===== src/hw/rtl/bilinear_image_scaler_defines.svh =====
// Assertion macros shared by the scaler RTL.
`ifndef BILINEAR_IMAGE_SCALER_DEFINES_SVH
`define BILINEAR_IMAGE_SCALER_DEFINES_SVH
`ifndef NO_ASSERTIONS
`define BIS_ASSERT_IMP(label, clk, rst, ante, cons) \
   label: assert property (@(posedge clk) disable iff (rst) (ante) |-> (cons)) \
      else $error("bis assertion failed");
`define BIS_ASSERT_NXT(label, clk, rst, ante, cons) \
   label: assert property (@(posedge clk) disable iff (rst) (ante) |=> (cons)) \
      else $error("bis assertion failed");
`else
`define BIS_ASSERT_IMP(label, clk, rst, ante, cons)
`define BIS_ASSERT_NXT(label, clk, rst, ante, cons)
`endif
`endif


===== src/hw/rtl/bis_pkg.sv =====
package bis_pkg;
   localparam int FRAC_BITS   = 8;
   localparam int PIX_W       = 8;
   localparam int COORD_W     = 8;                    // log2 of max source size
   localparam int ADDR_W      = 2 * COORD_W;
   localparam int PROD_W      = 12 + COORD_W;
   localparam int DIVIDEND_W  = PROD_W + FRAC_BITS;
   localparam int DIVISOR_W   = 13;
   localparam int DIV_CNT_W   = 5;
   localparam logic [DIV_CNT_W-1:0] DIV_STEPS = DIV_CNT_W'(DIVIDEND_W);
   localparam logic [8:0] SRC_DIM_MAX = 9'd256;

   localparam logic CMD_LOAD   = 1'b0;
   localparam logic CMD_SAMPLE = 1'b1;

   localparam logic [1:0] CSR_SRC_WIDTH  = 2'd0;
   localparam logic [1:0] CSR_SRC_HEIGHT = 2'd1;
   localparam logic [1:0] CSR_DST_WIDTH  = 2'd2;
   localparam logic [1:0] CSR_DST_HEIGHT = 2'd3;
endpackage


===== src/hw/rtl/bis_div.sv =====
`include "bilinear_image_scaler_defines.svh"
module bis_div
   import bis_pkg::*;
(
   input  logic                  clock,
   input  logic                  reset,
   input  logic                  start,
   input  logic [DIVIDEND_W-1:0] dividend,
   input  logic [DIVISOR_W-1:0]  divisor,
   output logic                  busy,
   output logic [DIVIDEND_W-1:0] quotient
);
   logic                  busy_ff, busy_in;
   logic [DIV_CNT_W-1:0]  cnt_ff, cnt_in;
   logic [DIVISOR_W-1:0]  rem_ff, rem_in;
   logic [DIVISOR_W-1:0]  dsr_ff, dsr_in;
   logic [DIVIDEND_W-1:0] quo_ff, quo_in;
   logic [DIVISOR_W:0]    trial;

   // restoring division, one quotient bit per cycle
   always_comb begin
      busy_in = busy_ff;
      cnt_in  = cnt_ff;
      rem_in  = rem_ff;
      dsr_in  = dsr_ff;
      quo_in  = quo_ff;
      trial   = {rem_ff, quo_ff[DIVIDEND_W-1]};
      if (start && !busy_ff) begin
         busy_in = 1'b1;
         cnt_in  = DIV_STEPS;
         rem_in  = '0;
         dsr_in  = divisor;
         quo_in  = dividend;
      end else if (busy_ff) begin
         if (trial >= {1'b0, dsr_ff}) begin
            rem_in = DIVISOR_W'(trial - {1'b0, dsr_ff});
            quo_in = {quo_ff[DIVIDEND_W-2:0], 1'b1};
         end else begin
            rem_in = trial[DIVISOR_W-1:0];
            quo_in = {quo_ff[DIVIDEND_W-2:0], 1'b0};
         end
         cnt_in = cnt_ff - DIV_CNT_W'(1);
         if (cnt_ff == DIV_CNT_W'(1)) begin
            busy_in = 1'b0;
         end
      end
   end

   always_ff @(posedge clock) begin
      if (reset) begin
         busy_ff <= 1'b0;
         cnt_ff  <= '0;
      end else begin
         busy_ff <= busy_in;
         cnt_ff  <= cnt_in;
      end
      rem_ff <= rem_in;
      dsr_ff <= dsr_in;
      quo_ff <= quo_in;
   end

   assign busy     = busy_ff;
   assign quotient = quo_ff;

   `BIS_ASSERT_NXT(a_div_start, clock, reset, start && !busy_ff, busy_ff)
   `BIS_ASSERT_IMP(a_div_rem, clock, reset, busy_ff && dsr_ff != '0, rem_ff < dsr_ff)
   `BIS_ASSERT_IMP(a_div_cnt, clock, reset, busy_ff, cnt_ff != '0)
endmodule


===== config.mk =====
export PLATFORM = sky130hd
export DESIGN_NAME = bis_div
export DESIGN_NICKNAME = d
export VERILOG_FILES = /design/src/hw/rtl/bis_pkg.sv /design/src/hw/rtl/bis_div.sv
export VERILOG_INCLUDE_DIRS = /design/src /design/src/hw/rtl
export SDC_FILE = /design/constraint.sdc
export NUM_CORES = 1
export LEC_CHECK = 0
export ABC_CLOCK_PERIOD_IN_PS = 2600
export CELL_PAD_IN_SITES_DETAIL_PLACEMENT = 1
export CELL_PAD_IN_SITES_GLOBAL_PLACEMENT = 2
export CORE_UTILIZATION = 41
export DETAILED_ROUTE_END_ITERATION = 10
export DONT_BUFFER_PORTS = 1
export HOLD_SLACK_MARGIN = 0.05
export PLACE_DENSITY = 0.86
export SLEW_MARGIN = 5
export SYNTH_ARGS = -nofsm -noshare
export SYNTH_HDL_FRONTEND = slang
export SYNTH_SLANG_ARGS = --single-unit

===== constraint.sdc =====
create_clock -name clock -period 2.6 [get_ports clock]
set_input_delay 0.52 -clock clock [delete_from_list [all_inputs] [get_ports clock]]
set_output_delay 0.52 -clock clock [all_outputs]
set_load 0.05 [all_outputs]

### Yosys cells after proc, flatten, opt, wreduce, memory -nomap -nowiden

Cells that the tools add are included.

* register bits after elaboration: 60
* word-level logic and storage cells: 23

* add/subtract/negate cells: 2
* $lt $le $gt $ge: 1
* equality and inequality tests: 1
* multiplexer cells: 9
* reductions and logical operators: 4

Operator list (number)
* 2-to-1 mux 28 bit: 2
* greater-or-equal comparator 14 x 13 -> 1 bit: 1
* 2-to-1 mux 13 bit: 1
* subtractor 13 bit: 1
* 2-to-1 mux 5 bit: 2
* == test 5 x 1 -> 1 bit (second input constant): 1
* subtractor 5 x 1 -> 5 bit (second input constant): 1
* 2-to-1 mux 1 bit: 4
* nonzero test 2 bit: 1
* OR reduction 2 bit: 1
* logical AND 1 bit: 1
* logical NOT 1 bit: 1

### Depth between registers and ports, before layout

Gate-level depths: netlist of run 1.

* depth after elaboration: 4
* mapped depth: 12

### Worst setup path after synthesis of run 1

Ideal clock, no wire load.

* path kind: register -> register
* start: reg quo_ff[27] (netlist: quotient[27])
* end: reg quo_ff[0] (netlist: quotient[0]), data pin
* arrival: 2.380 ns
* data required time: 2.338 ns
* path slack: -0.042 ns
* stages on the path, launching flop included: 10
* clock period less this slack: 2.642 ns
* cells stage by stage: edfxtp_1 > inv_1 > ha_1 > inv_1 > fa_1 > a21oi_1 > o211ai_4 > a211oi_2 > o21ai_2 > mux2_1

* cells in the longest elaborated chain, start to end: 4

Ends and longest elaborated chain
* from (decl): line bis_div.sv:17 `logic [DIVIDEND_W-1:0] quo_ff, quo_in;`
* from (signal assigned): line bis_div.sv:59 `quo_ff <= quo_in;`
* greater-or-equal comparator 14 x 13 -> 1 bit: line bis_div.sv:35 `if (trial >= {1'b0, dsr_ff}) begin`
* 2-to-1 mux 1 bit: line bis_div.sv:35
* 2-to-1 mux 28 bit: line bis_div.sv:34 `end else if (busy_ff) begin`
* 2-to-1 mux 28 bit: line bis_div.sv:28 `if (start && !busy_ff) begin`
* net quo_in[0]: line bis_div.sv:17

The timed path passes the listed nets, and every way through them passes these cells. The select of a mux whose other input is x is not followed.
A chain may end at the register's enable or synchronous reset.

### Worst setup path after layout of run 1

* start: reg rem_ff[8]
* end: reg rem_ff[11]

* cells in the longest elaborated chain, start to end: 2
* elaborated cells on any way between the ends: 3

Ends and longest elaborated chain
* from (decl): line bis_div.sv:15 `logic [DIVISOR_W-1:0] rem_ff, rem_in;`
* from (signal assigned): line bis_div.sv:57 `rem_ff <= rem_in;`
* subtractor 13 bit or greater-or-equal comparator 14 x 13 -> 1 bit (tied branches): line bis_div.sv:36, bis_div.sv:35
* 2-to-1 mux 13 bit (*): line bis_div.sv:35

Every way passes the cells marked *; elsewhere a longest branch is shown, timed or not.

==> impl_metrics.py, run 1 <==
metrics = {
    "die": {
        "die-height_um": 89.42,
        "start_util": 0.4274,
        "floorplan.rows": 31,
        "die-area_mm2": 0.007995,
        "fp.coreArea_mm2": 0.007331,
        "io-pin-count": 73,
        "dieWidth_um": 89.42,
    },
    "worst_setup_path": {
        "critPathRequiredTime_ns": 2.83,
        "timing.critical_path.to": "rem_ff[11]",
        "startpoint_type": "flop",
        "critical_path.max_fanout": 18,
        "rr_endpoint": "rem_ff[11]",
        "critical_path_arrival_ns": 2.61,
        "crit_type": "reg -> reg",
        "endpoint_kind": "flop",
        "setup.reg_to_reg.worst_slack_ns": 0.23,
        "r2r-start": "rem_ff[8]",
        "r2r_cells": 8,
        "startpoint": "rem_ff[8]",
    },
    "synth": {
        "sequential_cell_area_fraction_in_the_yosys_report": 0.5144,
        "synth_fp_nets": 331,
        "synth-seq-cells": 60,
        "synth.avg_cell_area_um2": 11.56,
        "synth_ff_type": "sky130_fd_sc_hd__edfxtp_1",
        "syn_area_mm2": 0.003133,
        "synth_cells": 271,
        "most_numerous_cell_in_the_yosys_netlist": "sky130_fd_sc_hd__edfxtp_1",
        "synthDominantCellAreaShare": 0.3930,
        "postSynth.asyncResetShare": 0,
        "count_of_unique_library_cells_instantiated_by_yosys": 48,
        "synthTopCellsByCount": "sky130_fd_sc_hd__edfxtp_1 (41), sky130_fd_sc_hd__mux2_2 (27), sky130_fd_sc_hd__nand3_1 (23)",
        "synth.area.top_cells": "sky130_fd_sc_hd__edfxtp_1 (39%), sky130_fd_sc_hd__dfxtp_1 (12%), sky130_fd_sc_hd__mux2_2 (9.7%), sky130_fd_sc_hd__ha_1 (6.0%), sky130_fd_sc_hd__nand3_1 (3.7%)",
        "post_synth_edffs": 41,
        "post_synth_top_area_cell": "sky130_fd_sc_hd__edfxtp_1",
        "synth_warn": 0,
    },
    "sta": {
        "grt_setup_unrepaired": "no",
        "setup_viol_count_final": 0,
        "fmax_mhz": 421.1,
        "max_slew_margin": 0.6454,
        "worst_hold_check_slack_ns": 0.2423,
        "hold_violations_final": 0,
        "period_needed_ns": 2.375,
        "layout_worst_path_cycle_share": 0.9134,
        "tightest_slew_ns": 0.5319,
        "tns_ns": 0,
        "final_max_slew_viol_count": 0,
        "setup_ws_ns": 0.2252,
        "clock_skew_after_layout_ns": 0.01085,
    },
    "detailed_routing": {
        "route.antenna.remaining_nets": 0,
        "drt-wirelength-per-cell_um": 18.23,
        "remaining_drc_errors": 0,
        "routed-via-count": 2136,
        "detail_route.wirelength_um": 6984,
        "post_drt_via_cell_ratio": 5.577,
        "first_pass_iters": 4,
        "detailedRoute.firstIterationViolations": 134,
    },
    "layout": {
        "n_antenna_cell": 0,
        "drive_above_1_share": 0.2042,
        "layout.core_utilization": 0.4721,
        "finish.net_count": 339,
        "area_growth_pct": 10.46,
        "fillCellCount": 787,
    },
    "clock_network": {
        "cts.reportedPaths.clkPinSlew_ns": 0.07,
        "cts.hold.buffers_added": 0,
        "cts_setup_buffers": 0,
        "cts_buffers": 9,
        "max-clock-path-buffers": 2,
        "clock_sinks": 60,
        "cts_tree": "yes",
        "clock-root-buffer": "sky130_fd_sc_hd__clkbuf_8",
        "post_cts_resized": 0,
        "htree_levels": 3,
        "clk_latency_ns": 0.34,
    },
    "placement": {
        "gp_routability_congestion": 0.7714,
        "placement.io_buffers": 0,
        "hpwl_um": 4998,
        "dp_slack_ns": 0.1070,
    },
    "global_routing": {
        "grt_overflow": 0,
        "grt_pass1_wl_um": 11290,
        "grt_antenna_before_repair": 0,
        "first_global_vias": 2180,
        "global_route.usage.total": 0.1945,
        "maximum_number_of_pins_on_one_net_before_global_route_repair": 39,
    },
    "power_and_ir_drop": {
        "leakagePower_uw": 0.001326,
        "power_per_cell_area_mw_per_mm2": 1060,
        "report.power.total_uw": 3669,
        "ir_drop_mv": 0.4691,
    },
    "outcome": {
        "run_status": "complete, no violations",
    },
    "worst_hold_path": {
        "min-delay-path-class": "in -> reg",
    },
    "job": {
        "cap_viol_max_count": 0,
    },
}
-- state kept, by name (all words and copies together), names as in the netlist --
name      cells
quotient     28
rem_ff       13
busy          1
dsr_ff       13
cnt_ff        5
-- how the worst min path moves through the flow --
stage / to / depth (start not counted) / slack [ns] / from
floorplan: rem_ff[12] / 2 / 0.43 / rem_ff[12]
global placement: rem_ff[12] / 2 / 0.44 / rem_ff[12]
detailed placement: rem_ff[12] / 2 / 0.47 / rem_ff[12]
CTS: cnt_ff[0] / 1 / 0.23 / reset
global route: cnt_ff[1] / 1 / 0.22 / reset
finish: cnt_ff[1] / 1 / 0.24 / reset
-- critical path, stage by stage (launching register included) --
cell	delay [ns]
sky130_fd_sc_hd__dfxtp_1	0.35
sky130_fd_sc_hd__ha_1	0.49
sky130_fd_sc_hd__nand4_1	0.19
sky130_fd_sc_hd__nor3_1	0.37
sky130_fd_sc_hd__a211oi_4	0.08
sky130_fd_sc_hd__o21a_1	0.21
sky130_fd_sc_hd__buf_6	0.16
sky130_fd_sc_hd__a32o_1	0.26
sky130_fd_sc_hd__a31o_1	0.18
-- area by class of cell --
type | count | area [um2] | share of cell area
flip-flops and latches | 60 | 1612 | 0.4657
multi-input cells | 179 | 1396 | 0.4035
clock buffers | 9 | 123.9 | 0.03579
well taps | 99 | 123.9 | 0.03579
inverters | 21 | 78.83 | 0.02278
repair buffers | 8 | 76.32 | 0.02205
clock inverters | 7 | 50.05 | 0.01446
-- stage by stage --
stage | instances | area (um2)
finish | 383 | 3461
global route | 383 | 3461
CTS | 383 | 3440
detailed placement | 367 | 3266
global placement | 367 | 3266
floorplan | 271 | 3137
-- logic make-up (layout without fill, tap and decap cells) --
group                      count (synthesis)  in the layout  synth area share
and+or+nand+nor                           73             73            0.1158
DFF                                       60             60            0.5144
AOI/OAI and AO/OA                         48             48            0.1138
buffers and inverters                     32             45           0.04912
muxes                                     30             30            0.1070
adders and majority gates                 16             16           0.06629
xor gates and xnor gates                  12             12           0.03355
-- layout by cell type, fill, tap and decap left out, types with 2 or more instances in the layout --
master | Yosys | routed
sky130_fd_sc_hd__a211oi_1 | 5 | 5
sky130_fd_sc_hd__xor2_1 | 5 | 5
sky130_fd_sc_hd__inv_6 | 0 | 3
sky130_fd_sc_hd__edfxtp_1 | 41 | 41
sky130_fd_sc_hd__mux2i_1 | 2 | 2
sky130_fd_sc_hd__a21oi_1 | 12 | 11
sky130_fd_sc_hd__xnor2_1 | 7 | 7
sky130_fd_sc_hd__and3_1 | 3 | 3
sky130_fd_sc_hd__nor3_1 | 10 | 10
sky130_fd_sc_hd__ha_1 | 15 | 15
sky130_fd_sc_hd__a32oi_1 | 2 | 2
sky130_fd_sc_hd__dfxtp_1 | 19 | 19
sky130_fd_sc_hd__nand3_1 | 23 | 23
sky130_fd_sc_hd__mux2_2 | 27 | 27
sky130_fd_sc_hd__clkbuf_8 | 0 | 9
sky130_fd_sc_hd__o21ai_1 | 3 | 3
sky130_fd_sc_hd__a21o_1 | 2 | 2
sky130_fd_sc_hd__nand3b_1 | 2 | 2
sky130_fd_sc_hd__buf_4 | 0 | 6
sky130_fd_sc_hd__nand4_1 | 2 | 2
sky130_fd_sc_hd__o311ai_1 | 5 | 5
sky130_fd_sc_hd__clkinvlp_4 | 0 | 2
sky130_fd_sc_hd__o31ai_1 | 5 | 5
sky130_fd_sc_hd__nand2_1 | 17 | 17
sky130_fd_sc_hd__a21oi_2 | 1 | 2
sky130_fd_sc_hd__nor2_1 | 9 | 9
sky130_fd_sc_hd__inv_1 | 21 | 21
-- per-layer routing --
metal  GRT usage  vias to the layer above  wire, um
li1            -                     1034         -
met1      0.2347                     1033      3062
met2      0.3269                       58      3482
met3     0.06094                       11       337
met4     0.07215                        0       101
met5           0                        -         0
-- power by group --
| group | internal (uW) | switching [uW] |
|---|---|---|
| combinational | 549 | 764 |
| sequential | 1230 | 361 |
| clock | 350 | 413 |
Note: power is estimated with default switching activity, not from simulation.
==> run 2, diff against run 1 <==
- CORE_UTILIZATION: 41 -> 42
- CTS_BUF_LIST: not set -> sky130_fd_sc_hd__clkbuf_4 sky130_fd_sc_hd__clkbuf_8
- PLACE_DENSITY: 0.86 -> 0.88
==> run 2 against run 1 <==
Cell count is 0.26% higher. Global-route usage up 0.43 points. Worst setup slack worse by 0.059 ns. Largest cell class unchanged. Largest power group unchanged.
==> impl_metrics.py, run 2 (synthesized netlist as in run 1, its figures left out) <==
metrics = {
    "outcome": {
        "run_status": "complete, no violations",
    },
    "die": {
        "start_util": 0.4343,
        "die-area_mm2": 0.007809,
        "dieWidth_um": 88.37,
        "floorplan.rows": 31,
        "fp.coreArea_mm2": 0.007214,
        "io-pin-count": 73,
        "die-height_um": 88.37,
    },
    "sta": {
        "tns_ns": 0,
        "final_max_slew_viol_count": 0,
        "max_slew_margin": 0.6359,
        "worst_hold_check_slack_ns": 0.2386,
        "layout_worst_path_cycle_share": 0.9362,
        "setup_viol_count_final": 0,
        "clock_skew_after_layout_ns": 0.008063,
        "fmax_mhz": 410.8,
        "grt_setup_unrepaired": "no",
        "hold_violations_final": 0,
        "period_needed_ns": 2.434,
        "tightest_slew_ns": 0.5455,
    },
    "global_routing": {
        "maximum_number_of_pins_on_one_net_before_global_route_repair": 39,
        "grt_overflow": 0,
        "grt_antenna_before_repair": 0,
        "global_route.usage.total": 0.1988,
        "first_global_vias": 2291,
        "grt_pass1_wl_um": 11360,
    },
    "detailed_routing": {
        "routed-via-count": 2132,
        "detail_route.wirelength_um": 7034,
        "route.antenna.remaining_nets": 0,
        "detailedRoute.firstIterationViolations": 78,
        "remaining_drc_errors": 0,
        "first_pass_iters": 4,
        "post_drt_via_cell_ratio": 5.552,
        "drt-wirelength-per-cell_um": 18.32,
    },
    "worst_setup_path": {
        "rr_endpoint": "quotient[0]",
        "setup.reg_to_reg.worst_slack_ns": 0.17,
        "r2r-start": "quotient[27]",
        "critPathRequiredTime_ns": 2.69,
        "critical_path_arrival_ns": 2.52,
        "critical_path.max_fanout": 9,
        "endpoint_kind": "flop",
        "r2r_cells": 9,
        "startpoint_type": "flop",
        "crit_type": "reg -> reg",
    },
    "layout": {
        "drive_above_1_share": 0.2140,
        "mostFrequentLayoutCell": "sky130_fd_sc_hd__edfxtp_1",
        "layout.core_utilization": 0.4877,
        "most-common-layout-cells": "sky130_fd_sc_hd__edfxtp_1 (41), sky130_fd_sc_hd__mux2_2 (27), sky130_fd_sc_hd__nand3_1 (23), sky130_fd_sc_hd__inv_1 (21), sky130_fd_sc_hd__dfxtp_1 (19)",
        "area_growth_pct": 12.30,
        "largest_register_ff_count": 28,
        "fillCellCount": 790,
        "finish.net_count": 340,
        "n_antenna_cell": 0,
        "post-route-cell-area_mm2": 0.003518,
    },
    "placement": {
        "placed_area_mm2": 0.003266,
        "gp_routability_congestion": 0.8207,
        "hpwl_um": 4951,
        "placement.io_buffers": 0,
    },
    "worst_hold_path": {
        "timing.hold.worst_path_depth": 1,
        "hold_path_end": "cnt_ff[0]",
        "min-delay-path-class": "in -> reg",
        "hold_start": "reset",
    },
    "clock_network": {
        "cts_buffers": 9,
        "clock-root-buffer": "sky130_fd_sc_hd__clkbuf_8",
        "max-clock-path-buffers": 2,
        "htree_levels": 3,
        "cts_tree": "yes",
        "clk_latency_ns": 0.34,
        "clock_sinks": 60,
        "cts.reportedPaths.clkPinSlew_ns": 0.07,
    },
    "job": {
        "cap_viol_max_count": 0,
    },
    "power_and_ir_drop": {
        "ir_drop_mv": 0.4916,
        "leakagePower_uw": 0.001357,
        "power_per_cell_area_mw_per_mm2": 1104,
    },
}
-- run 2: cell count changes in the layout (fill, tap and decap cells not counted), sizes merged --
cell	before	now
clkinv	2	3
buf	8	9
inv	24	22
bufinv	0	2
clkinvlp	2	1
-- run 2: metrics by stage --
step / power [uW] / worst slack, ns / instances
final: 3885 / 0.1658 / 384
after global routing: 4128 / 0.04438 / 384
after CTS: 3852 / 0.01053 / 383
after detailed placement: 2894 / 0.08771 / 367
after global placement: 2856 / 0.1889 / 367
after floorplan: 2612 / 0.004753 / 271
-- run 2: worst max path at each step --
stage,slack [ns],start,depth (start not counted),end
floorplan,0.005,quotient[27],9,quotient[0]
global placement,0.19,quotient[27],9,quotient[0]
detailed placement,0.09,quotient[27],9,quotient[0]
CTS,0.01,quotient[27],11,rem_ff[1]
global route,0.04,rem_ff[8],8,rem_ff[11]
finish,0.17,quotient[27],9,quotient[0]
-- run 2: routing by layer --
layer / GRT usage / routed length, um / vias to the layer above
li1: - / - / 1026
met1: 0.2370 / 2961 / 1041
met2: 0.3329 / 3574 / 51
met3: 0.04944 / 338 / 14
met4: 0.1026 / 160 / 0
met5: 0 / 0 / -
-- run 2: area by class of cell --
class	instances	area (um2)	share of cell area
multi-input cells	179	1398	0.3972
clock buffers	9	123.9	0.03521
clock inverters	7	98.84	0.02809
flip-flops and latches	60	1612	0.4580
repair buffers	9	83.83	0.02383
inverters	21	78.83	0.02240
well taps	99	123.9	0.03521
-- run 2: power by group --
part           leakage, uW  internal (uW)  switching [uW]
Clock             0.000110            544             392
Sequential        0.000562           1230             368
Combinational     0.000685            567             782
Total              0.00136           2340            1540
-- run 2: worst max-delay path: stages, from the launching register on --
cell,delay [ns]
sky130_fd_sc_hd__edfxtp_1,0.40
sky130_fd_sc_hd__inv_1,0.08
sky130_fd_sc_hd__ha_1,0.17
sky130_fd_sc_hd__inv_1,0.07
sky130_fd_sc_hd__fa_2,0.38
sky130_fd_sc_hd__a21oi_2,0.20
sky130_fd_sc_hd__o211ai_4,0.12
sky130_fd_sc_hd__a211oi_4,0.29
sky130_fd_sc_hd__o21ai_4,0.14
sky130_fd_sc_hd__mux2_1,0.33
-- run 2: timing repair --
item / in CTS / in global routing
gates resized for setup: 0 / 5
endpoints found under the setup margin: 0 / 11
hold buffers: 0 / 0
setup buffers: 0 / 1
hold endpoints to repair: 0 / 0
